--- src/rtl/core/rmsd_pkg.sv ---
// Shared types, constants and helpers for the multistate RLE pattern decoder.
// Used by rmsd_classify, rmsd_core and multistate_rle_pattern_decoder.
`timescale 1ns / 1ps

package rmsd_pkg;

   // Run count accumulator width; counts saturate at 2^COUNT_BITS - 1
   localparam int COUNT_BITS = 16;
   // Width of run lengths, row lengths and row totals on the result beat
   localparam int OUT_BITS   = 16;
   localparam int WIDE_BITS  = (COUNT_BITS > OUT_BITS) ? COUNT_BITS : OUT_BITS;
   localparam logic [OUT_BITS-1:0] OUT_MAX = {OUT_BITS{1'b1}};

   localparam int CHAR_BITS  = 8;
   localparam int STATE_BITS = 9;

   // Character codes
   localparam logic [CHAR_BITS-1:0] CH_NUL    = 8'h00;
   localparam logic [CHAR_BITS-1:0] CH_BANG   = 8'h21;
   localparam logic [CHAR_BITS-1:0] CH_DOLLAR = 8'h24;
   localparam logic [CHAR_BITS-1:0] CH_DOT    = 8'h2E;
   localparam logic [CHAR_BITS-1:0] CH_ZERO   = 8'h30;
   localparam logic [CHAR_BITS-1:0] CH_NINE   = 8'h39;
   localparam logic [CHAR_BITS-1:0] CH_UPPER_A = 8'h41;
   localparam logic [CHAR_BITS-1:0] CH_UPPER_X = 8'h58;
   localparam logic [CHAR_BITS-1:0] CH_LOWER_B = 8'h62;
   localparam logic [CHAR_BITS-1:0] CH_LOWER_O = 8'h6F;
   localparam logic [CHAR_BITS-1:0] CH_LOWER_P = 8'h70;
   localparam logic [CHAR_BITS-1:0] CH_LOWER_Y = 8'h79;

   // Cell state numbering
   localparam logic [STATE_BITS-1:0] STATE_DEAD      = 9'd0;
   localparam logic [STATE_BITS-1:0] STATE_ALIVE     = 9'd255;
   localparam logic [STATE_BITS-1:0] STATE_EXT_BASE  = 9'd25;
   localparam logic [STATE_BITS-1:0] STATE_EXT_SPAN  = 9'd24;

   // Result beat kinds
   typedef enum logic [1:0] {
      KIND_RUN     = 2'd0,
      KIND_ROW_END = 2'd1,
      KIND_PAT_END = 2'd2
   } item_kind_type;

   // Character classes
   typedef enum logic [2:0] {
      CLS_IGNORE,
      CLS_DIGIT,
      CLS_ROW_END,
      CLS_PAT_END,
      CLS_PREFIX,
      CLS_LETTER,
      CLS_ALIVE,
      CLS_DEAD
   } char_class_type;

   typedef struct packed {
      char_class_type cls;
      logic [3:0]     digit;   // value of a decimal digit
      logic [4:0]     letter;  // 'A'..'X' as 0..23
      logic [3:0]     prefix;  // 'p'..'y' as 0..9
   } char_info_type;

   typedef struct packed {
      logic                  valid;
      item_kind_type         kind;
      logic [STATE_BITS-1:0] cell_state;
      logic [OUT_BITS-1:0]   run_length;
      logic [OUT_BITS-1:0]   widest_row;
      logic [OUT_BITS-1:0]   row_total;
   } result_type;

   // Turn the accumulated count into a run length: zero means one, clamp to OUT_MAX
   function automatic logic [OUT_BITS-1:0] take_count(input logic [COUNT_BITS-1:0] c);
      logic [WIDE_BITS-1:0] w;
      w = WIDE_BITS'(c);
      if (w == '0) begin
         return OUT_BITS'(1);
      end
      if (w > WIDE_BITS'(OUT_MAX)) begin
         return OUT_MAX;
      end
      return OUT_BITS'(w);
   endfunction

   // Saturating add on result-width counters
   function automatic logic [OUT_BITS-1:0] sat_add(input logic [OUT_BITS-1:0] a,
                                                   input logic [OUT_BITS-1:0] b);
      logic [OUT_BITS:0] s;
      s = {1'b0, a} + {1'b0, b};
      if (s[OUT_BITS]) begin
         return OUT_MAX;
      end
      return s[OUT_BITS-1:0];
   endfunction

endpackage

--- src/rtl/core/rmsd_classify.sv ---
// Character classifier: maps one pattern byte to its class and small operand values.
// Depends on rmsd_pkg.
`timescale 1ns / 1ps

module rmsd_classify (
   input  logic [rmsd_pkg::CHAR_BITS-1:0] char_code,
   output rmsd_pkg::char_info_type        info
);
   import rmsd_pkg::*;

   // Pick the class; operand fields are meaningful only for their own class
   always_comb begin
      info.digit  = 4'(char_code - CH_ZERO);
      info.letter = 5'(char_code - CH_UPPER_A);
      info.prefix = 4'(char_code - CH_LOWER_P);
      priority if (char_code == CH_NUL || char_code == CH_BANG) begin
         info.cls = CLS_PAT_END;
      end else if (char_code >= CH_ZERO && char_code <= CH_NINE) begin
         info.cls = CLS_DIGIT;
      end else if (char_code == CH_DOLLAR) begin
         info.cls = CLS_ROW_END;
      end else if (char_code >= CH_LOWER_P && char_code <= CH_LOWER_Y) begin
         info.cls = CLS_PREFIX;
      end else if (char_code == CH_LOWER_O) begin
         info.cls = CLS_ALIVE;
      end else if (char_code == CH_LOWER_B || char_code == CH_DOT) begin
         info.cls = CLS_DEAD;
      end else if (char_code >= CH_UPPER_A && char_code <= CH_UPPER_X) begin
         info.cls = CLS_LETTER;
      end else begin
         info.cls = CLS_IGNORE;
      end
   end

endmodule

--- src/rtl/core/rmsd_core.sv ---
// Decoder state and per-character update: run count, prefix, row lengths, row total.
// Produces at most one result beat per step. Depends on rmsd_pkg.
`timescale 1ns / 1ps

module rmsd_core (
   input  logic                    clock,
   input  logic                    reset,
   input  logic                    step,
   input  rmsd_pkg::char_info_type info,
   output rmsd_pkg::result_type    result,
   output logic                    done
);
   import rmsd_pkg::*;

   logic [COUNT_BITS-1:0] count_accum_ff, count_accum_in;
   logic                  prefix_pending_ff, prefix_pending_in;
   logic [3:0]            prefix_digit_ff, prefix_digit_in;
   logic [OUT_BITS-1:0]   current_row_len_ff, current_row_len_in;
   logic [OUT_BITS-1:0]   max_row_len_ff, max_row_len_in;
   logic [OUT_BITS-1:0]   rows_seen_ff, rows_seen_in;
   logic                  finished_ff, finished_in;

   logic [OUT_BITS-1:0]     run_n;
   logic [OUT_BITS-1:0]     row_after_run;
   logic [OUT_BITS-1:0]     widest_now;
   logic [COUNT_BITS+3:0]   count_times_ten;
   logic [COUNT_BITS-1:0]   count_next_digit;
   logic [STATE_BITS-1:0]   ext_state;
   logic [STATE_BITS-1:0]   run_state;
   logic                    do_run;

   // Shared terms
   assign run_n         = take_count(count_accum_ff);
   assign row_after_run = sat_add(current_row_len_ff, run_n);
   assign widest_now    = (current_row_len_ff > max_row_len_ff) ? current_row_len_ff
                                                                : max_row_len_ff;
   assign count_times_ten = ({4'b0, count_accum_ff} << 3) + ({4'b0, count_accum_ff} << 1)
                          + (COUNT_BITS+4)'(info.digit);
   assign count_next_digit = (count_times_ten > (COUNT_BITS+4)'({COUNT_BITS{1'b1}}))
                           ? {COUNT_BITS{1'b1}} : count_times_ten[COUNT_BITS-1:0];
   assign ext_state = STATE_EXT_BASE + STATE_EXT_SPAN * STATE_BITS'(prefix_digit_ff)
                    + STATE_BITS'(info.letter);

   // Next state and result for the character in hand
   always_comb begin
      count_accum_in     = count_accum_ff;
      prefix_pending_in  = 1'b0;
      prefix_digit_in    = '0;
      current_row_len_in = current_row_len_ff;
      max_row_len_in     = max_row_len_ff;
      rows_seen_in       = rows_seen_ff;
      finished_in        = finished_ff;
      do_run             = 1'b0;
      run_state          = STATE_DEAD;
      result.valid       = 1'b0;
      result.kind        = KIND_RUN;
      result.cell_state  = STATE_DEAD;
      result.run_length  = run_n;
      result.widest_row  = max_row_len_ff;
      result.row_total   = rows_seen_ff;

      priority if (finished_ff) begin
         prefix_pending_in = prefix_pending_ff;
         prefix_digit_in   = prefix_digit_ff;
      end else if (prefix_pending_ff && info.cls == CLS_LETTER) begin
         do_run    = 1'b1;
         run_state = ext_state;
      end else begin
         unique case (info.cls)
            CLS_PAT_END: begin
               count_accum_in    = '0;
               max_row_len_in    = widest_now;
               finished_in       = 1'b1;
               result.valid      = 1'b1;
               result.kind       = KIND_PAT_END;
               result.run_length = OUT_BITS'(1);
               result.widest_row = widest_now;
            end
            CLS_DIGIT: begin
               count_accum_in = count_next_digit;
            end
            CLS_ROW_END: begin
               count_accum_in     = '0;
               max_row_len_in     = widest_now;
               current_row_len_in = '0;
               rows_seen_in       = sat_add(rows_seen_ff, run_n);
               result.valid       = 1'b1;
               result.kind        = KIND_ROW_END;
               result.widest_row  = widest_now;
               result.row_total   = sat_add(rows_seen_ff, run_n);
            end
            CLS_PREFIX: begin
               prefix_pending_in = 1'b1;
               prefix_digit_in   = info.prefix;
            end
            CLS_ALIVE: begin
               do_run    = 1'b1;
               run_state = STATE_ALIVE;
            end
            CLS_DEAD: begin
               do_run    = 1'b1;
               run_state = STATE_DEAD;
            end
            CLS_LETTER: begin
               do_run    = 1'b1;
               run_state = STATE_BITS'(info.letter) + STATE_BITS'(1);
            end
            CLS_IGNORE: begin
            end
            default: begin
            end
         endcase
      end

      // Cell run: consume count, grow the row, track the widest row
      if (do_run) begin
         count_accum_in     = '0;
         current_row_len_in = row_after_run;
         if (row_after_run > max_row_len_ff) begin
            max_row_len_in = row_after_run;
         end
         result.valid      = 1'b1;
         result.kind       = KIND_RUN;
         result.cell_state = run_state;
         result.widest_row = (row_after_run > max_row_len_ff) ? row_after_run
                                                              : max_row_len_ff;
      end
   end

   // State registers advance only on a step
   always_ff @(posedge clock) begin
      if (reset) begin
         count_accum_ff     <= '0;
         prefix_pending_ff  <= 1'b0;
         prefix_digit_ff    <= '0;
         current_row_len_ff <= '0;
         max_row_len_ff     <= '0;
         rows_seen_ff       <= OUT_BITS'(1);
         finished_ff        <= 1'b0;
      end else if (step) begin
         count_accum_ff     <= count_accum_in;
         prefix_pending_ff  <= prefix_pending_in;
         prefix_digit_ff    <= prefix_digit_in;
         current_row_len_ff <= current_row_len_in;
         max_row_len_ff     <= max_row_len_in;
         rows_seen_ff       <= rows_seen_in;
         finished_ff        <= finished_in;
      end
   end

   assign done = finished_ff;

endmodule

--- src/rtl/core/multistate_rle_pattern_decoder.sv ---
// Multistate RLE pattern decoder, top level: input register, decode, result register.
// Each character beat is held in the input register; its result beat, if any, is captured in the result register.
// Throughput: one character per cycle; a stalled result register holds the pipe.
// Reset (synchronous, active high) empties both registers and restores decoder state.
// Depends on rmsd_pkg, rmsd_classify and rmsd_core.
`timescale 1ns / 1ps

module multistate_rle_pattern_decoder (
   input  logic        clock,
   input  logic        reset,
   // req_tdata: [7:0] char_code
   input  logic        req_tvalid,
   output logic        req_tready,
   input  logic [7:0]  req_tdata,
   // rsp_tdata: [8:0] cell_state, [24:9] run_length, [40:25] widest_row,
   //            [56:41] row_total, [63:57] zero
   // rsp_tuser: [1:0] item_kind
   output logic        rsp_tvalid,
   input  logic        rsp_tready,
   output logic [63:0] rsp_tdata,
   output logic [1:0]  rsp_tuser
);
   import rmsd_pkg::*;

   logic                 in_valid_ff, in_valid_in;
   logic [CHAR_BITS-1:0] in_char_ff;
   logic                 out_valid_ff, out_valid_in;
   result_type           out_ff;
   logic                 step;
   logic                 done;
   char_info_type        info;
   result_type           result;

   // Process the held character when the result register can take a beat
   assign step       = in_valid_ff && (!out_valid_ff || rsp_tready);
   assign req_tready = !in_valid_ff || step;

   rmsd_classify u_classify (
      .char_code (in_char_ff),
      .info      (info)
   );

   rmsd_core u_core (
      .clock  (clock),
      .reset  (reset),
      .step   (step),
      .info   (info),
      .result (result),
      .done   (done)
   );

   // Input register control
   always_comb begin
      in_valid_in = in_valid_ff;
      if (req_tvalid && req_tready) begin
         in_valid_in = 1'b1;
      end else if (step) begin
         in_valid_in = 1'b0;
      end
   end

   // Result register control
   always_comb begin
      out_valid_in = out_valid_ff;
      if (step && result.valid) begin
         out_valid_in = 1'b1;
      end else if (rsp_tready) begin
         out_valid_in = 1'b0;
      end
   end

   always_ff @(posedge clock) begin
      if (reset) begin
         in_valid_ff  <= 1'b0;
         out_valid_ff <= 1'b0;
      end else begin
         in_valid_ff  <= in_valid_in;
         out_valid_ff <= out_valid_in;
      end
   end

   // Payload registers
   always_ff @(posedge clock) begin
      if (req_tvalid && req_tready) begin
         in_char_ff <= req_tdata;
      end
      if (step && result.valid) begin
         out_ff <= result;
      end
   end

   // Drive the result beat
   assign rsp_tvalid = out_valid_ff;
   assign rsp_tuser  = out_ff.kind;
   assign rsp_tdata  = {7'b0, out_ff.row_total, out_ff.widest_row,
                        out_ff.run_length, out_ff.cell_state};

   // A held result beat is never overwritten
   assert property (@(posedge clock) disable iff (reset)
      (out_valid_ff && !rsp_tready) |-> !step)
      else $error("result register overwritten while stalled");

   // Nothing comes out of the decoder once the pattern has ended
   assert property (@(posedge clock) disable iff (reset)
      done |-> !result.valid)
      else $error("result produced after pattern end");

   // Every result beat carries a nonzero run length and row total
   assert property (@(posedge clock) disable iff (reset)
      rsp_tvalid |-> (out_ff.run_length != '0 && out_ff.row_total != '0))
      else $error("zero run length or row total on result beat");

   // Only cell runs carry a cell state
   assert property (@(posedge clock) disable iff (reset)
      (rsp_tvalid && out_ff.kind != KIND_RUN) |-> (out_ff.cell_state == STATE_DEAD))
      else $error("cell state on row end or pattern end beat");

endmodule
--- config.mk ---
export PLATFORM = sky130hd
export DESIGN_NAME = multistate_rle_pattern_decoder
export DESIGN_NICKNAME = d
export VERILOG_FILES = /design/src/rtl/core/rmsd_pkg.sv /design/src/rtl/core/rmsd_classify.sv /design/src/rtl/core/rmsd_core.sv /design/src/rtl/core/multistate_rle_pattern_decoder.sv
export SDC_FILE = /design/constraint.sdc
export NUM_CORES = 1
export LEC_CHECK = 0
export ABC_AREA = 0
export ABC_CLOCK_PERIOD_IN_PS = 7250
export CORE_UTILIZATION = 50
export DETAILED_ROUTE_END_ITERATION = 7
export DONT_BUFFER_PORTS = 1
export SLEW_MARGIN = 0
export SYNTH_ARGS = -nofsm -noshare
export SYNTH_HDL_FRONTEND = slang
export SYNTH_HIERARCHICAL = 1
export SYNTH_SLANG_ARGS = --single-unit
--- constraint.sdc ---
create_clock -name clock -period 7.25 [get_ports clock]
set_input_delay 0.3625 -clock clock [delete_from_list [all_inputs] [get_ports clock]]
set_output_delay 0.3625 -clock clock [all_outputs]
set_load 0.02 [all_outputs]
# ---- Word-level counts from Yosys, hierarchy flattened
# Index checks and enable logic that the tools add are counted.
dict set report op_classes {
  magnitude_cmp 10
  reduce_logical 27
  mux 65
  add_sub_neg 10
  n_eq_ne 14
  n_mul 1
  n_bitwise 3
}
# cell count
set ops {}
lappend ops {{16-bit 2-to-1 mux} 26}
lappend ops {{48-bit 2-to-1 mux} 2}
lappend ops {{16-bit by 16-bit adder with 17-bit output} 2}
lappend ops {{16-bit > comparator} 2}
lappend ops {{16-bit one-hot mux with 2 select lines} 1}
lappend ops {{3-bit 2-to-1 mux} 9}
lappend ops {{8-bit by 6-bit == test with 1-bit output, second input constant} 3}
lappend ops {{19-bit by 17-bit adder with 20-bit output} 1}
lappend ops {{20-bit by 4-bit adder with 20-bit output} 1}
lappend ops {{20-bit by 16-bit > comparator with 1-bit output, second input constant} 1}
lappend ops {{1-bit 2-to-1 mux} 20}
lappend ops {{9-bit 2-to-1 mux} 2}
lappend ops {{9-bit one-hot mux with 2 select lines} 1}
lappend ops {{8-bit by 7-bit == test with 1-bit output, second input constant} 2}
lappend ops {{8-bit by 7-bit greater-or-equal comparator with 1-bit output, second input constant} 2}
lappend ops {{16-bit > comparator, second input constant} 1}
lappend ops {{8-bit by 7-bit less-or-equal comparator with 1-bit output, second input constant} 2}
lappend ops {{16-bit zero test} 1}
lappend ops {{3-bit == test, second input constant} 4}
lappend ops {{12-bit 2-to-1 mux} 1}
lappend ops {{5-bit by 9-bit adder with 9-bit output, first input constant} 1}
lappend ops {{9-bit by 5-bit adder with 9-bit output} 1}
lappend ops {{8-bit by 6-bit greater-or-equal comparator with 1-bit output, second input constant} 1}
lappend ops {{8-bit by 6-bit less-or-equal comparator with 1-bit output, second input constant} 1}
lappend ops {{other kinds (22)} 42}
dict set report totals {
  regBits 139
  word_cells 145
  in_bits 12
  out_inout_bits 68
}

# ---- Depth between registers and ports, before layout
dict set report depth {
  word_depth 18
  mapped_depth 23
  depth_no_buf 21
}

# ---- Cells and area by module
# Netlist, hierarchy kept.
# mod n_inst area_per_inst_um2 seq_area_each_um2 cells_each
set modules_own_cells {}
lappend modules_own_cells {rmsd_core 1 6912.9 1401.3 889}
lappend modules_own_cells {multistate_rle_pattern_decoder 1 2170.8 2052.0 86}
lappend modules_own_cells {rmsd_classify 1 355.3 0.0 49}

# ---- Least setup slack after synthesis
# OpenSTA, ideal clock, no wires.
dict set report synth_timing {
  path_type {register to register}
  start {register in_char_ff[0]}
  end {register out_ff, in the netlist rsp_tdata[0], enable pin}
  period_less_slack_ps 5039
  n_path_buf 1
  required_time_ps 6767
  setup_slack_ps 2211
  setup_time_ps 483
  path_stages_with_launch 12
  arrival_ps 4556
  path_cell_list {edfxtp_1 inv_1 ha_1 nor2_1 o21ai_0 and4b_1 a221o_1 clkbuf_1 a21oi_1 nor2_1 nand2_1 nor2b_1}
}
# element line_no
set synth_rtl {}
lappend synth_rtl {{start: declaration} multistate_rle_pattern_decoder.sv:26} ;# logic [CHAR_BITS-1:0] in_char_ff;
lappend synth_rtl {{start signal: assignment} multistate_rle_pattern_decoder.sv:85} ;# in_char_ff <= req_tdata;
lappend synth_rtl {{end signal: assignment} multistate_rle_pattern_decoder.sv:88} ;# out_ff <= result;
lappend synth_rtl {{end: declaration} multistate_rle_pattern_decoder.sv:28} ;# result_type out_ff;

# ---- Worst setup path after layout
dict set report layout_timing {
  start {register u_core.count_accum_ff[9]}
  end {register u_core.max_row_len_ff[12]}
}
dict set report layout_via {
  elab_chain_len 11
  word_cells_on_any_way 14
  classes_between {1 x add/sub; 2 x order compare; 10 x mux; 1 x reduce/logical}
}
# element line_no
set layout_rtl {}
lappend layout_rtl {{start: declaration} rmsd_core.sv:15} ;# logic [COUNT_BITS-1:0] count_accum_ff, count_accum_in;
lappend layout_rtl {{start signal: assignment} rmsd_core.sv:141} ;# count_accum_ff <= count_accum_in;
lappend layout_rtl {{16-bit > comparator} rmsd_pkg.sv:79} ;# if (w > WIDE_BITS'(OUT_MAX)) begin
lappend layout_rtl {{1-bit 2-to-1 mux (2 in series)} rmsd_pkg.sv:79}
lappend layout_rtl {{16-bit 2-to-1 mux} rmsd_pkg.sv:82} ;# return OUT_BITS'(w);
lappend layout_rtl {{16-bit 2-to-1 mux (*)} rmsd_pkg.sv:79}
lappend layout_rtl {{16-bit by 16-bit adder with 17-bit output (*)} rmsd_pkg.sv:89} ;# s = {1'b0, a} + {1'b0, b};
lappend layout_rtl {{1-bit 2-to-1 mux} rmsd_pkg.sv:90} ;# if (s[OUT_BITS]) begin
lappend layout_rtl {{16-bit 2-to-1 mux (*)} rmsd_pkg.sv:93} ;# return s[OUT_BITS-1:0];
lappend layout_rtl {{16-bit > comparator} rmsd_core.sv:119} ;# if (row_after_run > max_row_len_ff) begin
lappend layout_rtl {{16-bit 2-to-1 mux (*)} rmsd_core.sv:119}
lappend layout_rtl {{16-bit 2-to-1 mux (*)} rmsd_core.sv:116} ;# if (do_run) begin
lappend layout_rtl {{end signal: assignment} rmsd_core.sv:145} ;# max_row_len_ff <= max_row_len_in;
lappend layout_rtl {{end: declaration} rmsd_core.sv:19} ;# logic [OUT_BITS-1:0] max_row_len_ff, max_row_len_in;
# Every way passes the cells marked *; elsewhere a longest branch is shown, timed or not. The select of a mux whose other input is x is not followed.
# A chain may end at the register's enable or synchronous reset.

==> flow_metrics.env <==
export IMPL_viasPerCell=6.01
export IMPL_crit_path_end_kind="flip-flop"
export IMPL_crit_required_ns=7.56
export IMPL_gp_congestion=0.946
export IMPL_start_util_pct=51.8
export IMPL_multi_input_area_mm2=0.00542
export IMPL_ys_flop_type="dfxtp_1"
export IMPL_final_layout_size_suffix_gt1_share_pct=6.45
export IMPL_htree_levels=4
export IMPL_numCtsBuffers=17
export IMPL_ant_nets=0
export IMPL_post_cts_resized=0
export IMPL_grt_start_max_net_pins=41
export IMPL_io_pins=80
export IMPL_synth_top_family_by_area="compound AO/OA/AOI/OAI gates"
export IMPL_crit_type="reg2reg"
export IMPL_seqCellArea_mm2=0.00345
export IMPL_rsz0062_at_grt="false"
export IMPL_grt_ovfl_total=0
export IMPL_core_area_mm2=0.0182
export IMPL_grt_pass1_vias=7137
export IMPL_dpl_cell_count=1202
export IMPL_drc=0
export IMPL_wirelength_um=23800
export IMPL_clock_sinks=139
export IMPL_clock_root_buffer="clkbuf_16"
export IMPL_clk_insertion_delay_late_ns=0.43
export IMPL_netlist_instances=1024
export IMPL_cts_max_path_buffers=2
export IMPL_rows=49
export IMPL_totalNegativeSetupSlack_ns=0
export IMPL_num_vias=7424
export IMPL_reg2reg_slack_ns=1.28
export IMPL_port_buffers=0
export IMPL_reg2reg_depth=20
export IMPL_synth_avg_cell_area_um2=9.22
export IMPL_n_fill_cell=1616
export IMPL_leakage_nw=4.35
export IMPL_synth_compound_area_share_pct=22.3
export IMPL_outcome="finished, final reports clean"
export IMPL_hold_viol_final=0
export IMPL_design_area_mm2=0.0101
export IMPL_antenna_cells=0
export IMPL_power_density_mw_per_mm2=180
export IMPL_synthArstFlopShare_pct=0
export IMPL_ir_worst_vdd_v=0.000155
export IMPL_slew_viol_final=0
export IMPL_synth_fa_ha_area_share_pct=15.6
export IMPL_drt_pass1_iter_count=5
export IMPL_finalNetCount=1121
export IMPL_post_route_util_pct=55.6
export IMPL_min_to="u_core/current_row_len_ff[0]"
export IMPL_synth_seq_area_share_pct=36.6
export IMPL_ctsHoldBuffers=1
export IMPL_grt_first_pass_wirelength_um=38400
export IMPL_antenna_found_initial=0
export IMPL_finalNonFillerCells=1236
export IMPL_worstMarginPinSlew_ns=1.18
export IMPL_die_y_um=139
export IMPL_die_area_mm2=0.0194
export IMPL_grtUsageTotal_pct=25.3
export IMPL_r2r_end="u_core/max_row_len_ff[12]"
export IMPL_r2r_start="u_core/count_accum_ff[9]"
export IMPL_setup_violations=0
export IMPL_cap_violations=0
export IMPL_muxShareOfSynthArea_pct=0.676
export IMPL_dp_hpwl_um=17300
export IMPL_hp_start="reset"
export IMPL_yosysWarnings=6
export IMPL_fmax_mhz=167
export IMPL_die_w_um=139
export IMPL_fin_skew_ns=0.00803
export IMPL_period_minus_slack_ns=5.97
export IMPL_yosys_area_share_simple_pct=14.0
export IMPL_hold_class="in2reg"
export IMPL_clk_pin_slew_worst_paths_ns=0.06
export IMPL_cp_max_fo=19
export IMPL_synth_edf_count=67
export IMPL_drtIter0Drc=613
export IMPL_finalCritPeriodShare_pct=82.4
export IMPL_synthXorXnorAreaFrac_pct=4.27
export IMPL_critPathLaunchType="flip-flop"
export IMPL_cts_tree="yes"
export IMPL_syn2layout_area_growth_pct=7.20
export IMPL_yosys_register_bits=139
export IMPL_critPathArrivalTime_ns=6.28
export IMPL_whs_path_depth=1
export IMPL_slew_headroom_pct=20.7
export IMPL_setup_ws_ns=1.28
export IMPL_syn_area_mm2=0.00944
export IMPL_ys_types=75
export IMPL_dpl_cell_area_mm2=0.00950
export IMPL_place_ws_ns=1.41
export IMPL_routedWlPerCell_um=19.2
export IMPL_cts_setup_buffers=0
[cells by family after synthesis]
| logic type | Yosys count |
|---|---|
| AO/OA/AOI/OAI | 305 |
| AND/OR/NAND/NOR | 271 |
| buffers and inverters | 141 |
| flip-flops | 139 |
| adder cells (fa/ha/maj) | 115 |
| XOR/XNOR | 46 |
| multiplexers | 6 |
| other | 1 |
[area by class of cell]
| cell class | count | area share (%) |
|---|---|---|
| Clock inverter | 14 | 1.68 |
| Clock buffer | 18 | 4.24 |
| Multi-Input combinational cell | 750 | 53.6 |
| Timing Repair Buffer | 8 | 0.643 |
| Tap cell | 229 | 2.83 |
| Sequential cell | 139 | 34.1 |
| Inverter | 78 | 2.89 |
[how the worst max path moves through the flow]
stage / start / end / cells past startpoint
3_5_place_dp: u_core/count_accum_ff[12] / u_core/max_row_len_ff[12] / 20
4_1_cts: u_core/count_accum_ff[12] / u_core/max_row_len_ff[12] / 20
3_3_place_gp: u_core/count_accum_ff[12] / u_core/max_row_len_ff[12] / 20
6_report: u_core/count_accum_ff[9] / u_core/max_row_len_ff[12] / 20
2_1_floorplan: in_char_ff[0] / rsp_tdata[0] / 11
5_1_grt: u_core/count_accum_ff[13] / u_core/max_row_len_ff[12] / 22
[where the power goes]
part	total, mW	switching [mW]	internal, mW
clock	0.890	0.348	0.542
combinational	0.0890	0.0563	0.0328
sequential	0.840	0.0127	0.827
[sequential cells by signal, indices dropped and copies added (netlist names)]
signal,cells
u_core/done,1
rsp_tvalid,1
u_core/prefix_digit_ff,4
u_core/rows_seen_ff,16
u_core/prefix_pending_ff,1
u_core/max_row_len_ff,16
in_valid_ff,1
u_core/count_accum_ff,16
rsp_tuser,2
u_core/current_row_len_ff,16
in_char_ff,8
rsp_tdata,57
[synthesized netlist by cell type (all sizes together), types with 7 or more instances]
cell type  number  area [um2]
nand2          49         184
nor3           21         105
buf            22         159
a21o           23         173
edfxtp         67        2010
xnor2          26         228
clkbuf         41         154
a2111oi         9        97.6
ha            110        1380
o21a            8        60.1
inv            77         289
o211ai          7        52.6
nor4            9        62.6
o22ai          15        93.8
nand3          14        70.1
o221a          11         124
xor2           20         175
nand2b         13        81.3
or3             7        48.8
nor2b          24         150
a21oi          90         450
o21ai          49         245
a31oi           8        62.6
a221o          21         210
nor2          101         379
a211oi         15         118
dfxtp          72        1440
o21bai          7        52.6
[worst max-delay path, cell delays in order, from the launching register on]
cell       delay (ns)
dfxtp_1          0.58
nor4_1           0.11
a41o_1           0.28
ha_1             0.24
fa_1             0.41
a21oi_1          0.19
o211ai_1         0.18
nand2_1          0.14
o21ai_1          0.13
a31o_2           0.41
nor2_1           0.24
inv_1            0.07
ha_1             0.29
and4_1           0.22
nand4_1          0.18
a211o_1          0.32
a31oi_2          0.37
buf_4            0.27
nand2b_1         0.66
a21oi_1          0.15
a2111oi_0        0.38
[routing by layer]
metal / up-vias / GRT usage [%] / part of all wire, %
met5: - / 0 / 0
met4: 0 / 7.43 / 1.1
li1: 3694 / - / -
met2: 206 / 40.3 / 45
met3: 17 / 5.33 / 5.5
met1: 3507 / 34.5 / 48
[layout by cell type (no fill, tap or decap), types with 13 or more instances in the layout]
cell type,netlist,final
xnor2_1,26,26
a221o_1,21,21
clkbuf_16,0,17
dfxtp_1,72,72
nand3_1,14,14
inv_1,76,76
nor3_1,21,20
edfxtp_1,67,67
a21oi_1,90,90
o21ai_0,44,44
o22ai_1,15,15
a21o_1,23,23
nand2_1,49,49
xor2_1,20,20
ha_1,110,110
nand2b_1,13,13
nor2_1,101,101
a211oi_1,14,14
nor2b_1,24,23
[per-stage QoR]
step	power, mW	hold WS (ns)
after floorplan	0.932	0.432
after global placement	0.943	0.435
after detailed placement	0.942	0.443
after CTS	1.83	0.000531
after global routing	1.88	0.00152
final	1.82	0.0250
Power figures use the tool's default switching activity.
